===== src/sv/eta_pkg.sv =====
`timescale 1ns / 1ps
`default_nettype none
// ----------------------------------------------------------------------------
// eta_pkg
// Shared constants for the energy threshold adapter.
// ----------------------------------------------------------------------------
package eta_pkg;
  localparam int NUM_TASKS     = 8;
  localparam int HISTORY_DEPTH = 8;
  localparam int TASK_W        = (NUM_TASKS > 1) ? $clog2(NUM_TASKS) : 1;
  localparam int POS_W         = (HISTORY_DEPTH > 1) ? $clog2(HISTORY_DEPTH) : 1;
  localparam int SUM_W         = 16 + POS_W + 1;
  localparam int ADDR_W        = 3;

  localparam logic [ADDR_W-1:0] REG_MIN_TICKS = 3'd0;
  localparam logic [ADDR_W-1:0] REG_MAX_DROP  = 3'd1;
  localparam logic [ADDR_W-1:0] REG_STEP_DIV  = 3'd2;
  localparam logic [ADDR_W-1:0] REG_TH_LIMIT  = 3'd3;
  localparam logic [ADDR_W-1:0] REG_INIT_TH   = 3'd4;

  localparam logic [7:0] FAIL_BUMP = 8'd2;
endpackage
`default_nettype wire


===== src/sv/energy_threshold_adapter_core.sv =====
`timescale 1ns / 1ps
`default_nettype none
// ----------------------------------------------------------------------------
// energy_threshold_adapter_core
// Per-task supply threshold keeper with drop profiling and ring averaging.
// ----------------------------------------------------------------------------
// channel | handshake             | payload
// in_     | start, busy           | action, func_id, comparator, timers, ADC
// out_    | out_valid (strobe)    | threshold_index, exe_drop, two flags
// cfg_    | psel/penable/pwrite   | five registers at 4*i
//
// A start item, an unprofiled end item or an ignored task keeps busy high
// through the decide and done states; the result strobe follows in the next
// cycle. A profiled end item runs the 32-bit divide t2*256/t1 one quotient bit
// a cycle, then a multiply and the drop estimate. When the ring fills, the ring
// sum (one entry a cycle) and the divide by the step register through the same
// restoring divider follow. Synchronous active-low reset loads thresholds from
// the reset value of initial_threshold.
// The receiver cannot stall; each result is shown for one cycle.
// ----------------------------------------------------------------------------
module energy_threshold_adapter_core (
  input  wire logic        clk,
  input  wire logic        rst_n,
  input  wire logic        start,
  output logic             busy,
  input  wire logic        in_action,
  input  wire logic [2:0]  in_func_id,
  input  wire logic        in_end_comparator_high,
  input  wire logic [15:0] in_charge_ticks,
  input  wire logic [15:0] in_end_timer,
  input  wire logic [11:0] in_v_before_charge,
  input  wire logic [11:0] in_v_after_charge,
  input  wire logic [11:0] in_v_after_exe,
  output logic             out_valid,
  output logic [7:0]       out_threshold_index,
  output logic [15:0]      out_exe_drop,
  output logic             out_sample_stored,
  output logic             out_threshold_adapted,
  input  wire logic        psel,
  input  wire logic        penable,
  input  wire logic        pwrite,
  input  wire logic [eta_pkg::ADDR_W+1:0] paddr,
  input  wire logic [31:0] pwdata,
  output logic [31:0]      prdata,
  output logic             pready
);
  import eta_pkg::*;

  localparam logic [3:0] S_IDLE = 4'd0, S_DECIDE = 4'd1, S_DIV = 4'd2,
                         S_MUL = 4'd3, S_EST = 4'd4, S_SUM = 4'd5,
                         S_MEAN = 4'd6, S_DIV2 = 4'd7, S_CLAMP = 4'd8,
                         S_DONE = 4'd9;

  // config registers
  logic [15:0] min_ticks_r;
  logic [16:0] max_drop_r;
  logic [11:0] step_div_r;
  logic [7:0]  th_limit_r, init_th_r;
  logic [ADDR_W-1:0] reg_idx;
  logic cfg_wr;
  assign reg_idx = paddr[ADDR_W+1:2];
  assign cfg_wr  = psel && penable && pwrite;
  assign pready  = 1'b1;

  always_ff @(posedge clk) begin
    if (!rst_n) begin
      min_ticks_r <= 16'd100;
      max_drop_r  <= 17'd4096;
      step_div_r  <= 12'd32;
      th_limit_r  <= 8'd32;
      init_th_r   <= 8'd10;
    end else if (cfg_wr) begin
      unique case (reg_idx)
        REG_MIN_TICKS: min_ticks_r <= pwdata[15:0];
        REG_MAX_DROP:  max_drop_r  <= pwdata[16:0];
        REG_STEP_DIV:  step_div_r  <= pwdata[11:0];
        REG_TH_LIMIT:  th_limit_r  <= pwdata[7:0];
        REG_INIT_TH:   init_th_r   <= pwdata[7:0];
        default: ;
      endcase
    end
  end

  always_comb begin
    unique case (reg_idx)
      REG_MIN_TICKS: prdata = {16'd0, min_ticks_r};
      REG_MAX_DROP:  prdata = {15'd0, max_drop_r};
      REG_STEP_DIV:  prdata = {20'd0, step_div_r};
      REG_TH_LIMIT:  prdata = {24'd0, th_limit_r};
      REG_INIT_TH:   prdata = {24'd0, init_th_r};
      default:       prdata = 32'd0;
    endcase
  end

  // per-task state
  logic             fail_r [NUM_TASKS];
  logic [7:0]       th_r   [NUM_TASKS];
  logic [POS_W-1:0] pos_r  [NUM_TASKS];
  logic [15:0]      hist_mem [NUM_TASKS*HISTORY_DEPTH];

  // item latch
  logic [3:0]  state_r;
  logic        act_r, cmp_r, valid_task_r;
  logic [TASK_W-1:0] task_r;
  logic [15:0] t1_r, tend_r;
  logic [11:0] vb_r, va_r, ve_r;

  // shared divider: rem/quot, 32 steps
  logic [31:0] quo_r, divisor_r;
  logic [32:0] rem_r;
  logic [5:0]  cnt_r;
  logic [31:0] acc_r;
  logic [15:0] drop_r;
  logic [SUM_W-1:0] sum_r;
  logic [15:0] hrd_r;
  logic [POS_W:0] scnt_r;
  logic        stored_r, adapted_r;

  logic [32:0] rem_sh;
  logic [32:0] rem_sub;
  assign rem_sh  = {rem_r[31:0], quo_r[31]};
  assign rem_sub = rem_sh - {1'b0, divisor_r};

  logic [TASK_W-1:0] in_task;
  assign in_task = in_func_id[TASK_W-1:0];
  logic [31:0] dvc, dvd, t2;
  assign t2  = {16'd0, tend_r} - {16'd0, t1_r};
  assign dvc = {20'd0, va_r} - {20'd0, vb_r};
  assign dvd = {20'd0, va_r} - {20'd0, ve_r};

  // drop = (q*dvc + dvd*256) / 256, low 16 bits, all modulo 2^32
  logic [31:0] est_sum;
  logic [15:0] est_drop;
  logic        keep_drop;
  assign est_sum   = acc_r + {dvd[23:0], 8'd0};
  assign est_drop  = est_sum[23:8];
  assign keep_drop = ({1'b0, est_drop} < max_drop_r);

  logic [$clog2(NUM_TASKS*HISTORY_DEPTH)-1:0] hist_wa, hist_ra;
  assign hist_wa = ($bits(hist_wa))'({task_r, pos_r[task_r]});
  assign hist_ra = ($bits(hist_ra))'({task_r, scnt_r[POS_W-1:0]});

  assign busy = (state_r != S_IDLE);

  always_ff @(posedge clk) begin
    if (state_r == S_EST && stored_r) hist_mem[hist_wa] <= drop_r;
    hrd_r <= hist_mem[hist_ra];
  end

  always_ff @(posedge clk) begin
    if (!rst_n) begin
      state_r   <= S_IDLE;
      out_valid <= 1'b0;
      for (int i = 0; i < NUM_TASKS; i++) begin
        fail_r[i] <= 1'b0;
        th_r[i]   <= 8'd10;
        pos_r[i]  <= '0;
      end
    end else begin
      // strobe for exactly the cycle after the done state
      out_valid <= (state_r == S_DONE);
      unique case (state_r)
        S_IDLE: if (start) begin
          act_r <= in_action; cmp_r <= in_end_comparator_high;
          task_r <= in_task;
          valid_task_r <= ({29'd0, in_func_id} < 32'(NUM_TASKS));
          t1_r <= in_charge_ticks; tend_r <= in_end_timer;
          vb_r <= in_v_before_charge; va_r <= in_v_after_charge;
          ve_r <= in_v_after_exe;
          stored_r <= 1'b0; adapted_r <= 1'b0; drop_r <= 16'd0;
          state_r <= S_DECIDE;
        end
        S_DECIDE: begin
          if (!valid_task_r) begin
            state_r <= S_DONE;
          end else if (!act_r) begin
            if (fail_r[task_r]) th_r[task_r] <= th_r[task_r] + FAIL_BUMP;
            fail_r[task_r] <= 1'b1;
            state_r <= S_DONE;
          end else begin
            fail_r[task_r] <= 1'b0;
            if (!cmp_r) th_r[task_r] <= th_r[task_r] + FAIL_BUMP;
            if (t1_r > min_ticks_r) begin
              // t1 is non-zero here since it exceeds an unsigned minimum
              quo_r <= {t2[23:0], 8'd0}; rem_r <= '0;
              divisor_r <= {16'd0, t1_r}; cnt_r <= '0;
              state_r <= S_DIV;
            end else state_r <= S_DONE;
          end
        end
        S_DIV, S_DIV2: begin
          if (!rem_sub[32]) begin
            rem_r <= rem_sub; quo_r <= {quo_r[30:0], 1'b1};
          end else begin
            rem_r <= rem_sh;  quo_r <= {quo_r[30:0], 1'b0};
          end
          cnt_r <= cnt_r + 6'd1;
          if (cnt_r == 6'd31) state_r <= (state_r == S_DIV) ? S_MUL : S_CLAMP;
        end
        S_MUL: begin
          acc_r <= quo_r * dvc;
          state_r <= S_EST;
          drop_r <= 16'd0;
        end
        S_EST: begin
          if (!stored_r) begin
            // first pass: form the drop and decide on storage
            drop_r   <= est_drop;
            stored_r <= keep_drop;
            state_r  <= keep_drop ? S_EST : S_DONE;
          end else begin
            // memory written this cycle; advance ring position
            if (32'(pos_r[task_r]) == HISTORY_DEPTH - 1) begin
              pos_r[task_r] <= '0;
              sum_r <= '0; scnt_r <= '0;
              state_r <= S_SUM;
            end else begin
              pos_r[task_r] <= pos_r[task_r] + 1'b1;
              state_r <= S_DONE;
            end
          end
        end
        S_SUM: begin
          // registered memory read: accumulate the previous read
          if (scnt_r != '0) sum_r <= sum_r + SUM_W'(hrd_r);
          scnt_r <= scnt_r + 1'b1;
          if (32'(scnt_r) == HISTORY_DEPTH) state_r <= S_MEAN;
        end
        S_MEAN: begin
          quo_r <= 32'(sum_r / HISTORY_DEPTH); rem_r <= '0;
          divisor_r <= {20'd0, step_div_r}; cnt_r <= '0;
          state_r <= S_DIV2;
        end
        S_CLAMP: begin
          // all-ones quotient for a zero step falls out of the divider
          if (quo_r[7:0] >= th_limit_r) th_r[task_r] <= th_limit_r - 8'd1;
          else th_r[task_r] <= quo_r[7:0];
          adapted_r <= 1'b1;
          state_r <= S_DONE;
        end
        S_DONE: begin
          out_threshold_index   <= valid_task_r ? th_r[task_r] : 8'd0;
          out_exe_drop          <= drop_r;
          out_sample_stored     <= stored_r;
          out_threshold_adapted <= adapted_r;
          state_r <= S_IDLE;
        end
        default: state_r <= S_IDLE;
      endcase
    end
  end
endmodule
`default_nettype wire


===== config.mk =====
export PLATFORM = sky130hd
export DESIGN_NAME = energy_threshold_adapter_core
export DESIGN_NICKNAME = d
export VERILOG_FILES = /design/src/sv/eta_pkg.sv /design/src/sv/energy_threshold_adapter_core.sv
export SDC_FILE = /design/constraint.sdc
export NUM_CORES = 2
export LEC_CHECK = 0
export BUFFER_PORTS_ARGS = -buffer_cell sky130_fd_sc_hd__buf_4
export CORE_ASPECT_RATIO = 1.25
export CORE_MARGIN = 1.5
export CORE_UTILIZATION = 63
export DETAILED_ROUTE_END_ITERATION = 12
export PLACE_DENSITY = 0.8
export SYNTH_ARGS = -nofsm -noshare
export SYNTH_HDL_FRONTEND = slang
export SYNTH_SLANG_ARGS = --single-unit

===== constraint.sdc =====
create_clock -name clk -period 8.9 [get_ports clk]
set_input_delay 0.445 -clock clk [delete_from_list [all_inputs] [get_ports clk]]
set_output_delay 0.445 -clock clk [all_outputs]
set_load 0.005 [all_outputs]

==> impl_metrics.toml <==
[global_routing]
grt_max_degree = 133
track_usage = 0.3263
grt_overflow = 0
grt_pass1_vias = 40940
antenna_found_initial = 5
grt_first_pass_wirelength_um = 258000

[critical_path]
r2r_cells = 32
critPathLaunchType = "register"
critPathMaxStageDelay_ns = 0.52
cp_max_fo = 3
end_kind = "register"
worstReg2RegStart = "va_r[0]"
critPathSlowestCell = "fa_1"
path_common_cell = "fa_1"
cp_data_required_time_ns = 9.40
cp-startpoint = "va_r[0]"
critPathArrivalTime_ns = 8.97
crit_type = "reg -> reg"

[drt]
wl_per_cell_um = 28.17
drc_errors = 0
final_antenna_net_count = 0
drtIter0Drc = 4497
dr.pass1.iters = 8
viasPerCell = 6.518
vias = 40290
finalWirelength_um = 174100

[placed_design]
placed_cell_area_um2 = 70370
dp_hpwl_um = 104900
gp_congestion = 0.8986
dp_cells = 5842
io_buffers = 143

[run_status]
status = "finished, final reports clean"

[clock_network]
clockBufferDepth = 3
root_buffer = "clkbuf_16"
cts_max_level = 4
clock_sinks = 1448
cts_buffers = 137
tritoncts = "built"
clk_pin_slew_ns = 0.06
clock_latency_ns = 0.78

[logic_synthesis]
ys_top_cells_by_area = "edfxtp_1 (61%), mux4_2 (10%), fa_1 (5.2%)"
yosysWarnings = 0
yosysMostFrequentCell = "edfxtp_1"
syn_area_um2 = 67230
yosysTopAreaCellShare = 0.6052
ys_seq_area_frac = 0.6329
async_flop_share = 0
ys.flop_type = "edfxtp_1"
synth_edf_count = 1355
synth_commonest_cells = "edfxtp_1 (1355), nand2_1 (383), mux4_2 (312), inv_1 (301), nor2_1 (284)"
synth_seq_cells = 1448
syn_inst = 4346
yosys.area.top_type = "edfxtp_1"
yosys.cell_types.count = 75
avgSynthCellArea_um2 = 15.47

[floorplanning]
core_area_um2 = 105500
die_h_um = 368.2
fp.dieArea_um2 = 108700
die_w_um = 295.2
ios = 177
row_count = 133
start_util = 0.6373

[sta]
period_needed_ns = 8.470
slew_viol_final = 0
fmax_mhz = 118.1
clock_skew_ns = 0.02817
whs_ns = 0.1097
tightest_slew_ns = 1.366
timing.final.crit_share = 0.9516
setup_viol_count_final = 0
finalHoldViolCount = 0
max_slew_margin = 0.08305

[min_path]
holdCritStartpoint = "rst_n"
holdPathStages = 2
hold_class = "in -> reg"

[layout]
final_area_um2 = 75490
final_cells = 6181
fin_util = 0.7156
fillers = 6303
nets = 5136
area.growth.synth_to_final_pct = 12.28
drive_above_1_share = 0.1752

[run]
drv_cap = 0
[logic make-up after synthesis]
kind of cell | synth area share
AO/OA/AOI/OAI | 0.04213
XOR/XNOR | 0.01466
adder cells (fa/ha/maj) | 0.08746
buffers and inverters | 0.02979
flip-flops | 0.6329
multiplexers | 0.1238
other | 0.0001117
AND/OR/NAND/NOR | 0.06915
[area by class of cell]
cell class	instances	area, um2	area share
Antenna cell	3	7.507	0.00009944
Clock buffer	181	3729	0.04939
Clock inverter	64	471.7	0.006248
Inverter	302	1137	0.01507
Multi-Input combinational cell	2398	22790	0.3018
Sequential cell	1448	42550	0.5636
Tap cell	1417	1773	0.02348
Timing Repair Buffer	368	3038	0.04024
[final timing paths]
path / endpoint / slack, ns
worst max register to register: acc_r[23] / 0.43
worst min-delay path: th_limit_r[5] / 0.11
worst min register to register: min_ticks_r[8] / 0.47
worst max-delay path: acc_r[23] / 0.43
[routing by layer]
metal	vias up	GRT usage	wire length (um)
met3	602	0.06978	17740
met5	-	0	44
met1	20260	0.4017	59030
met2	2605	0.5371	85690
li1	16820	-	-
met4	6	0.1859	11590
[worst max-delay path: cells and delay by family, from the launching register on]
family	cells	cell delay (ns)
adder cells (fa/ha/maj)	9	3.85
AO/OA/AOI/OAI	15	3.37
flip-flops	1	0.36
buffers and inverters	5	0.29
AND/OR/NAND/NOR	2	0.25
XOR/XNOR	1	0.09
[flip-flops by register name (all words and copies together), names as in the netlist, 12 cells and up, named ones only]
register,count
hist_mem,1024
min_ticks_r,16
tend_r,16
acc_r,16
hrd_r,16
va_r,12
drop_r,16
quo_r,32
out_exe_drop,16
th_r,64
vb_r,12
ve_r,12
pos_r,24
divisor_r,16
step_div_r,12
max_drop_r,17
t1_r,16
sum_r,20
rem_r,32
[cells in the final DEF, fill, tap and decap left out, drive strengths merged, types with 51 or more instances in the layout]
cell / Yosys / final
edfxtp: 1355 / 1355
nand2: 383 / 383
mux4: 312 / 312
inv: 302 / 308
nor2: 284 / 284
buf: 69 / 278
ha: 190 / 190
clkbuf: 143 / 181
fa: 175 / 175
a21oi: 136 / 136
mux2i: 106 / 106
o21ai: 99 / 99
dfxtp: 93 / 93
dlygate4sd3: 0 / 90
xnor2: 71 / 71
and2: 64 / 64
clkinv: 0 / 53
nand3: 51 / 51
[what timing repair did]
action / in CTS / in global routing
resized for setup: 0 / 4
buffers inserted: 0 / 1
endpoints found under the hold margin: 137 / 0
hold buffers: 90 / 0
endpoints found under the setup margin: 0 / 3
[per-stage QoR]
| step | worst slack, ns | setup TNS (ns) |
|---|---|---|
| 2_1_floorplan | 0.7689 | 0 |
| 3_3_place_gp | 0.2675 | 0 |
| 3_5_place_dp | 0.2334 | 0 |
| 4_1_cts | 0.1520 | 0 |
| 5_1_grt | -0.02488 | -0.02488 |
| 6_report | 0.4304 | 0 |
Power is left out: the tool's default activity adds up to more than one toggle a clock period on the data nets, which glitch-free logic cannot reach.
